--- src/design/wbh_pkg.sv ---
// ----------------------------------------------------------------------------
// wbh_pkg: shared types and helpers for the word bucket hash
// Character codes, the word-length limit, the end-of-word snapshot type and
// the class rule on the first two characters used for the second digit.
// ----------------------------------------------------------------------------
`default_nettype none

package wbh_pkg;

  localparam int MAX_WORD = 45;

  localparam logic [7:0] LC_A = 8'h61;
  localparam logic [7:0] LC_Z = 8'h7a;
  localparam logic [7:0] APOS = 8'h27;

  // Everything the result stage needs once a word has ended.
  typedef struct packed {
    logic [5:0]        count;
    logic [5:0][7:0]   lead;
    logic [3:0]        sum;
    logic signed [15:0] acc;
    logic              bad;
  } snap_t;

  function automatic logic [3:0] digit_two(input logic [7:0] c0, input logic [7:0] c1);
    logic [3:0] d;
    if ((c0 == 8'h74 && c0 > c1) || c0 == 8'h6d) d = 4'd0;
    else if ((c0 == 8'h74 && c1 >= c0) || c0 == 8'h70 || (c0 == 8'h6f && c0 > c1)) d = 4'd1;
    else if (c0 == 8'h73 || c0 == 8'h79) d = 4'd2;
    else if (c0 == 8'h61 || c0 == 8'h77) d = 4'd3;
    else if (c0 == 8'h63 || c0 == 8'h65) d = 4'd4;
    else if ((c0 == 8'h6f && c1 >= c0) || c0 == 8'h6c || c0 == 8'h67) d = 4'd5;
    else if (c0 == 8'h72 || c0 == 8'h69) d = 4'd6;
    else if (c0 == 8'h68 || c0 == 8'h75 || c0 == 8'h6e) d = 4'd7;
    else if (c0 == 8'h62 || c0 == 8'h66) d = 4'd8;
    else d = 4'd9;
    return d;
  endfunction

endpackage

`default_nettype wire

--- src/design/wbh_if.sv ---
// ----------------------------------------------------------------------------
// wbh_if: character and result channel interfaces
// Valid/ready channels; a beat moves when valid and ready are both high.
// ----------------------------------------------------------------------------
`default_nettype none

interface wbh_in_if;
  logic       valid;
  logic       ready;
  logic [7:0] ch;
  logic       last;
  modport source(output valid, ch, last, input ready);
  modport sink(input valid, ch, last, output ready);
endinterface

interface wbh_out_if;
  logic        valid;
  logic        ready;
  logic [15:0] bucket;
  logic        bad_word;
  modport source(output valid, bucket, bad_word, input ready);
  modport sink(input valid, bucket, bad_word, output ready);
endinterface

`default_nettype wire

--- src/design/word_bucket_hash.sv ---
// The final character's beat passes the input, snapshot and result registers before the result beat is valid.
// Throughput: one character beat per cycle, set by the state update in the accumulate
//   stage, while results are taken; a word's result follows at the same rate.
// A one-entry snapshot register lets characters keep flowing while a result waits.
// Reset (rst_n low, synchronous) empties all stages and clears the word state.
// ----------------------------------------------------------------------------
// word_bucket_hash: streaming word to bucket index hash
// Characters enter one per beat; each word ending in a last beat yields one
// bucket index and a bad-word flag.
// ----------------------------------------------------------------------------
`default_nettype none

module word_bucket_hash (
  input  wire logic  clk,
  input  wire logic  rst_n,
  wbh_in_if.sink     in_chan,
  wbh_out_if.source  out_chan
);
  import wbh_pkg::*;

  snap_t snap;
  logic  snap_valid;
  logic  snap_ready;

  wbh_accum u_accum (
    .clk        (clk),
    .rst_n      (rst_n),
    .in_chan    (in_chan),
    .snap       (snap),
    .snap_valid (snap_valid),
    .snap_ready (snap_ready)
  );

  wbh_finish u_finish (
    .clk        (clk),
    .rst_n      (rst_n),
    .snap       (snap),
    .snap_valid (snap_valid),
    .snap_ready (snap_ready),
    .out_chan   (out_chan)
  );

endmodule

`default_nettype wire

--- src/design/wbh_accum.sv ---
// ----------------------------------------------------------------------------
// wbh_accum: per-character word state update
// Registers each character beat, folds it into the running word state and,
// on the final character, hands a snapshot of the word to the result stage.
// ----------------------------------------------------------------------------
`default_nettype none

module wbh_accum (
  input  wire logic         clk,
  input  wire logic         rst_n,
  wbh_in_if.sink            in_chan,
  output wbh_pkg::snap_t    snap,
  output logic              snap_valid,
  input  wire logic         snap_ready
);
  import wbh_pkg::*;

  logic               in_v_r;
  logic [7:0]         in_ch_r;
  logic               in_last_r;

  logic [5:0]         count_r,  count_nxt;
  logic [5:0][7:0]    lead_r,   lead_nxt;
  logic [3:0]         sum_r,    sum_nxt;
  logic signed [15:0] acc_r,    acc_nxt;
  logic               bad_r,    bad_nxt;
  logic               snap_v_r;
  snap_t              snap_r,   snap_nxt;

  logic               letter, legal, bad_now, upd;
  logic signed [8:0]  v;
  logic signed [17:0] prod;
  logic [7:0]         diff;
  logic [5:0]         tsum;
  logic               snap_free, proc, in_rdy;
  snap_t              word_upd;

  assign snap_free = !snap_v_r || snap_ready;
  assign proc      = in_v_r && (!in_last_r || snap_free);
  assign in_rdy    = !in_v_r || proc;
  assign in_chan.ready = in_rdy;
  assign snap       = snap_r;
  assign snap_valid = snap_v_r;

  always_comb begin
    letter  = (in_ch_r >= LC_A) && (in_ch_r <= LC_Z);
    legal   = letter || (in_ch_r == APOS);
    bad_now = !legal || (count_r >= 6'(MAX_WORD));
    upd     = !bad_now && !bad_r;
    // An apostrophe maps to -57, letters to 1..26.
    v       = $signed({1'b0, in_ch_r}) - 9'sd96;
    prod    = $signed(acc_r[8:0]) * v;
    diff    = in_ch_r - LC_A;
    tsum    = {2'b00, sum_r} + diff[5:0];

    word_upd.count = (count_r == 6'd63) ? count_r : count_r + 6'd1;
    word_upd.lead  = lead_r;
    word_upd.sum   = sum_r;
    word_upd.acc   = acc_r;
    word_upd.bad   = bad_r || bad_now;

    if (upd) begin
      if (count_r < 6'd6) begin
        word_upd.lead[count_r[2:0]] = in_ch_r;
      end
      if (count_r == 6'd0) begin
        word_upd.acc = {{7{v[8]}}, v};
      end else if (count_r == 6'd1) begin
        word_upd.acc = prod[15:0];
      end else begin
        word_upd.acc = acc_r - {{7{v[8]}}, v};
      end
      if (letter) begin
        if (tsum >= 6'd30)      word_upd.sum = 4'(tsum - 6'd30);
        else if (tsum >= 6'd20) word_upd.sum = 4'(tsum - 6'd20);
        else if (tsum >= 6'd10) word_upd.sum = 4'(tsum - 6'd10);
        else                    word_upd.sum = tsum[3:0];
      end
    end

    count_nxt = count_r;
    lead_nxt  = lead_r;
    sum_nxt   = sum_r;
    acc_nxt   = acc_r;
    bad_nxt   = bad_r;
    snap_nxt  = snap_r;
    if (proc) begin
      if (in_last_r) begin
        // The word ends here: hand it over and start the next one clean.
        snap_nxt  = word_upd;
        count_nxt = '0;
        lead_nxt  = '0;
        sum_nxt   = '0;
        acc_nxt   = '0;
        bad_nxt   = 1'b0;
      end else begin
        count_nxt = word_upd.count;
        lead_nxt  = word_upd.lead;
        sum_nxt   = word_upd.sum;
        acc_nxt   = word_upd.acc;
        bad_nxt   = word_upd.bad;
      end
    end
  end

  always_ff @(posedge clk) begin
    if (!rst_n) begin
      in_v_r   <= 1'b0;
      snap_v_r <= 1'b0;
      count_r  <= '0;
      lead_r   <= '0;
      sum_r    <= '0;
      acc_r    <= '0;
      bad_r    <= 1'b0;
    end else begin
      if (in_rdy) begin
        in_v_r <= in_chan.valid;
      end
      if (proc && in_last_r) begin
        snap_v_r <= 1'b1;
      end else if (snap_ready) begin
        snap_v_r <= 1'b0;
      end
      count_r <= count_nxt;
      lead_r  <= lead_nxt;
      sum_r   <= sum_nxt;
      acc_r   <= acc_nxt;
      bad_r   <= bad_nxt;
    end
  end

  always_ff @(posedge clk) begin
    if (in_rdy && in_chan.valid) begin
      in_ch_r   <= in_chan.ch;
      in_last_r <= in_chan.last;
    end
    snap_r <= snap_nxt;
  end

endmodule

`default_nettype wire

--- src/design/wbh_finish.sv ---
// ----------------------------------------------------------------------------
// wbh_finish: bucket index assembly and result register
// Turns a finished word snapshot into the five-digit bucket and holds it in
// the output register until the result beat is taken.
// ----------------------------------------------------------------------------
`default_nettype none

module wbh_finish (
  input  wire logic         clk,
  input  wire logic         rst_n,
  input  wire wbh_pkg::snap_t snap,
  input  wire logic         snap_valid,
  output logic              snap_ready,
  wbh_out_if.source         out_chan
);
  import wbh_pkg::*;

  logic        out_v_r;
  logic [15:0] bucket_r, bucket_nxt;
  logic        bad_r;
  logic        load;

  logic [15:0] mag16;
  logic [13:0] mag;
  logic [26:0] qprod;
  logic [10:0] quo;
  logic [13:0] rem;
  logic [1:0]  d1;
  logic [3:0]  d2, d3, d5;
  logic [2:0]  cat;
  logic [7:0]  c1;

  assign snap_ready = !out_v_r || out_chan.ready;
  assign load       = snap_valid && snap_ready;

  assign out_chan.valid    = out_v_r;
  assign out_chan.bucket   = bucket_r;
  assign out_chan.bad_word = bad_r;

  always_comb begin
    mag16 = snap.acc[15] ? 16'(-snap.acc) : 16'(snap.acc);
    // The accumulator stays well inside 14 bits of magnitude, where the
    // reciprocal 6554/65536 gives an exact quotient by ten.
    mag   = mag16[13:0];
    qprod = 27'(mag) * 27'd6554;
    quo   = qprod[26:16];
    rem   = mag - 14'({quo, 3'b000} + {2'b00, quo, 1'b0});
    d3    = rem[3:0];

    if (snap.count < 6'd9 || snap.count == 6'd13) d1 = {1'b0, snap.count[0]};
    else                                          d1 = {1'b1, snap.count[0]};

    c1 = (snap.count >= 6'd2) ? snap.lead[1] : 8'h00;
    d2 = digit_two(snap.lead[0], c1);

    if (snap.count < 6'd4)                   cat = 3'd1;
    else if (snap.lead[1] > snap.lead[2])    cat = snap.lead[3][0] ? 3'd2 : 3'd1;
    else if (!snap.lead[3][0])               cat = 3'd3;
    else if (snap.count > 6'd5 && snap.lead[4] > snap.lead[5]) cat = 3'd4;
    else                                     cat = 3'd5;
    d5 = 4'(cat - 3'd1) + (mag[1] ? 4'd5 : 4'd0);

    bucket_nxt = 16'(d1) * 16'd10000 + 16'(d2) * 16'd1000 + 16'(d3) * 16'd100
               + 16'(snap.sum) * 16'd10 + 16'(d5);
  end

  always_ff @(posedge clk) begin
    if (!rst_n) begin
      out_v_r <= 1'b0;
    end else if (load) begin
      out_v_r <= 1'b1;
    end else if (out_chan.ready) begin
      out_v_r <= 1'b0;
    end
  end

  always_ff @(posedge clk) begin
    if (load) begin
      bucket_r <= snap.bad ? 16'd0 : bucket_nxt;
      bad_r    <= snap.bad;
    end
  end

endmodule

`default_nettype wire

--- src/flat_wrapper.sv ---
// flat-port wrapper written by rule: the top's interface ports become plain ports
module word_bucket_hash_flat import wbh_pkg::*;
  (clk, rst_n, in_chan_valid, in_chan_ch, in_chan_last, in_chan_ready, out_chan_valid, out_chan_bucket, out_chan_bad_word, out_chan_ready);
  wbh_in_if in_chan_i ();
  wbh_out_if out_chan_i ();
  input  wire logic clk;
  input  wire logic rst_n;
  input wire logic [$bits(in_chan_i.valid)-1:0] in_chan_valid;
  input wire logic [$bits(in_chan_i.ch)-1:0] in_chan_ch;
  input wire logic [$bits(in_chan_i.last)-1:0] in_chan_last;
  output wire logic [$bits(in_chan_i.ready)-1:0] in_chan_ready;
  output wire logic [$bits(out_chan_i.valid)-1:0] out_chan_valid;
  output wire logic [$bits(out_chan_i.bucket)-1:0] out_chan_bucket;
  output wire logic [$bits(out_chan_i.bad_word)-1:0] out_chan_bad_word;
  input wire logic [$bits(out_chan_i.ready)-1:0] out_chan_ready;
  assign in_chan_i.valid = in_chan_valid;
  assign in_chan_i.ch = in_chan_ch;
  assign in_chan_i.last = in_chan_last;
  assign in_chan_ready = in_chan_i.ready;
  assign out_chan_valid = out_chan_i.valid;
  assign out_chan_bucket = out_chan_i.bucket;
  assign out_chan_bad_word = out_chan_i.bad_word;
  assign out_chan_i.ready = out_chan_ready;
  word_bucket_hash u_core (.clk(clk), .rst_n(rst_n), .in_chan(in_chan_i), .out_chan(out_chan_i));
endmodule
--- config.mk ---
export PLATFORM = sky130hd
export DESIGN_NAME = word_bucket_hash_flat
export DESIGN_NICKNAME = d
export VERILOG_FILES = /design/src/design/wbh_pkg.sv /design/src/design/wbh_if.sv /design/src/design/word_bucket_hash.sv /design/src/design/wbh_accum.sv /design/src/design/wbh_finish.sv /design/src/flat_wrapper.sv
export SDC_FILE = /design/constraint.sdc
export NUM_CORES = 1
export LEC_CHECK = 0
export BUFFER_PORTS_ARGS = -buffer_cell sky130_fd_sc_hd__buf_2
export CORE_MARGIN = 2
export CORE_UTILIZATION = 45
export DETAILED_ROUTE_END_ITERATION = 10
export MAX_ROUTING_LAYER = met4
export PLACE_DENSITY = 0.67
export SLEW_MARGIN = 15
export SYNTH_ARGS = -nofsm -noshare
export SYNTH_HDL_FRONTEND = slang
export SYNTH_SLANG_ARGS = --single-unit
--- constraint.sdc ---
create_clock -name clk -period 19.7 [get_ports clk]
set_input_delay 3.94 -clock clk [delete_from_list [all_inputs] [get_ports clk]]
set_output_delay 3.94 -clock clk [all_outputs]
set_load 0.01 [all_outputs]
==> out/results.txt <==
outcome - complete, no violations
Core Box Area - 35400 µm²
post-synthesis register bit count - 164
clock buffer count from CTS - 17
worst setup margin - 9.05 ns
first-pass GRT wire length - 57.8 mm
IO Count - 32
Most common cell on crit path - inv_1
Post-synth EDFFs - 93
final-layout fill cell count - 3277
wire per inst - 15.8 µm
CP endpoint kind - register
min Tclk post-route - 10.65 ns
FMAX - 0.0939 GHz
most frequent cells in the layout - 274 x inv_1, 226 x ha_1, 131 x nand2_1, 127 x fa_1, 93 x edfxtp_1
Setup TNS Final - 0 ns
DR iter-0 viols - 701
Setup crit start kind - register
vias in the first global route - 11.7k
Slew Limit Fails - 0
maxcap violations - 0
number of library cell types mapped by synthesis - 74
most common cell after layout, fill and taps aside - inv_1
final hold viol count - 0
Slew HR - 30.1%
Worst Skew - 0.0208 ns
Syn Inst Count - 1683
top_reg_cell synth - edfxtp_1
Adder-Cell Fraction of Synth Area - 33.3%
crit-path max FO - 7
via/cell ratio - 5.28
largest net degree at the start of global routing - 71
DP HPWL - 26.5 mm
Finish-stage setup viols - 0
clock tree buffer depth - 2
post-synthesis compound-gate area fraction - 12.5%
critical path data required time - 19.86 ns
area growth from synthesis to layout - 7.09%
layout cells sized above 1 - 7.13%
die area - 37300 µm²
Die Wd - 193 µm
average size of a mapped cell - 9.57 µm²
largest family of logic cells by synthesized area - adder cells
CTS tree - built
area of the mapped netlist - 16100 µm²
Via Count - 11.4k
root buffer cell - clkbuf_16
Initial Util - 45.5%
CP delay by family, top - adder cells
Final period util - 54.0%
grt total ovfl - 0
# diodes - 0
Simple-Gate Fraction of Synth Area - 13.1%
Clock Sinks - 164
post-synthesis mux area share - 2.14%
Worst-path clk slew - 0.07 ns
WP data arrival - 10.80 ns
initial antenna violation count - 0
Post-Syn Nets - 2049
WL final - 34.0 mm
clk_lat worst skew - 0.44 ns
XOR/XNOR share of the synthesized area - 4.65%
Rows - 69
worst hold-check path type - register to register
post-synthesis sequential area ratio - 26.2%
pre-CTS setup slack - 9.05 ns
final-stage net count - 2051
Final ANT Viol Nets - 0
Buf/Inv on CP - 9
fraction of registers with async set/reset - 0%
Largest stage delay, worst path - 0.55 ns
count of input and output buffers - 31
crit path max-delay cell type - fa_1
Post-CTS Setup Inserts - 0
Least-Margin Pin Slew - 1.04 ns
RSZ-0062 raised after global routing - false
number of remaining DRC errors - 0
critical path class - register to register
Die Span Y - 193 µm
drt first pass iters - 5
GR Util All Layers - 19.3%
Routability Congestion - 0.925
hold buffers post-CTS - 0
Ys Warns - 0
CTS resizes - 0
H-Tree Depth - 4
-- final cells by class --
class	instances	area, µm²	area share [%]
inverters	278	1040	6.05
repair buffers	38	208	1.20
well taps	461	577	3.34
flip-flops and latches	164	4210	24.4
clock inverters	15	190	1.10
multi-input cells	1186	10600	61.4
clock buffers	17	425	2.47
-- through the flow --
step | hold WS, ns | instance area, µm² | instances | utilization, %
2_1_floorplan | 0.426 | 16100 | 1683 | -
3_3_place_gp | 0.453 | 16600 | 2127 | 47.0
3_5_place_dp | 0.461 | 16600 | 2127 | 47.0
4_1_cts | 0.478 | 17300 | 2159 | 48.7
5_1_grt | 0.501 | 17300 | 2159 | 48.7
6_report | 0.476 | 17300 | 2159 | 48.7
-- cells in the mapped netlist, types with 5 or more instances --
library cell / n / share of area [%]
inv_1: 275 / 6.4
buf_2: 5 / 0.16
a211oi_1: 7 / 0.33
dfxtp_1: 71 / 8.8
and3_1: 15 / 0.58
clkbuf_1: 40 / 0.93
o211ai_1: 12 / 0.56
nand2_1: 131 / 3.1
xor2_1: 21 / 1.1
ha_1: 226 / 18
a31oi_1: 9 / 0.35
a21oi_1: 54 / 1.7
a21boi_0: 7 / 0.33
nor2_1: 78 / 1.8
nand4_1: 10 / 0.39
a22oi_1: 46 / 2.1
nand3_1: 18 / 0.56
nor2b_1: 83 / 3.2
fa_1: 127 / 16
buf_6: 5 / 0.35
mux2_2: 27 / 1.9
nor3_1: 17 / 0.53
o31ai_1: 10 / 0.47
o21ai_0: 61 / 1.9
xnor2_1: 62 / 3.4
edfxtp_1: 93 / 17
nand2b_1: 26 / 1.0
and2_1: 27 / 1.0
o21a_1: 15 / 0.70
a21o_1: 25 / 1.2
-- metal layers --
metal | up-vias | wire length [µm] | track usage (%)
li1 | 5620 | - | -
met5 | - | 0 | -
met2 | 201 | 15900 | 30.9
met4 | 0 | 532 | 4.16
met3 | 34 | 1300 | 2.75
met1 | 5544 | 16300 | 26.1
-- sequential cells by signal, summed over array words and instances, names as in the netlist, 4 cells and up --
register	cells
u_core.u_finish.out_chan.bucket	16
u_core.u_accum.sum_r	4
u_core.u_accum.count_r	6
u_core.u_accum.in_ch_r	8
u_core.u_accum.snap	67
u_core.u_accum.lead_r	41
u_core.u_accum.acc_r	16
-- worst register-to-register path, delay by kind of cell, from the launching register on --
family	cells	cell delay, ns
AOI/OAI and AO/OA	8	1.81
xor gates and xnor gates	9	1.71
adders and majority gates	14	4.99
buffers and inverters	9	0.72
DFF	1	0.50
muxes	1	0.38
and+or+nand+nor	2	0.25
-- cells by family after synthesis --
family                   count (synthesis)
AND/OR/NAND/NOR                        424
flip-flops                             164
buffers and inverters                  333
multiplexers                            31
adder cells (fa/ha/maj)                353
AO/OA/AOI/OAI                          294
XOR/XNOR                                84
-- final timing paths --
kind	from	endpoint	slack, ns	cells after the start
hold / removal	u_core.u_accum.sum_r[2]	u_core.u_accum.sum_r[2]	0.48	2
setup reg to reg	u_core.u_accum.snap[1]	u_core.u_finish.out_chan.bucket[14]	9.05	43
hold reg to reg	u_core.u_accum.sum_r[2]	u_core.u_accum.sum_r[2]	0.48	2
setup / recovery	u_core.u_accum.snap[1]	u_core.u_finish.out_chan.bucket[14]	9.05	43
Power is left out: the tool's default activity adds up to more than one toggle a clock period on the data nets, which glitch-free logic cannot reach.
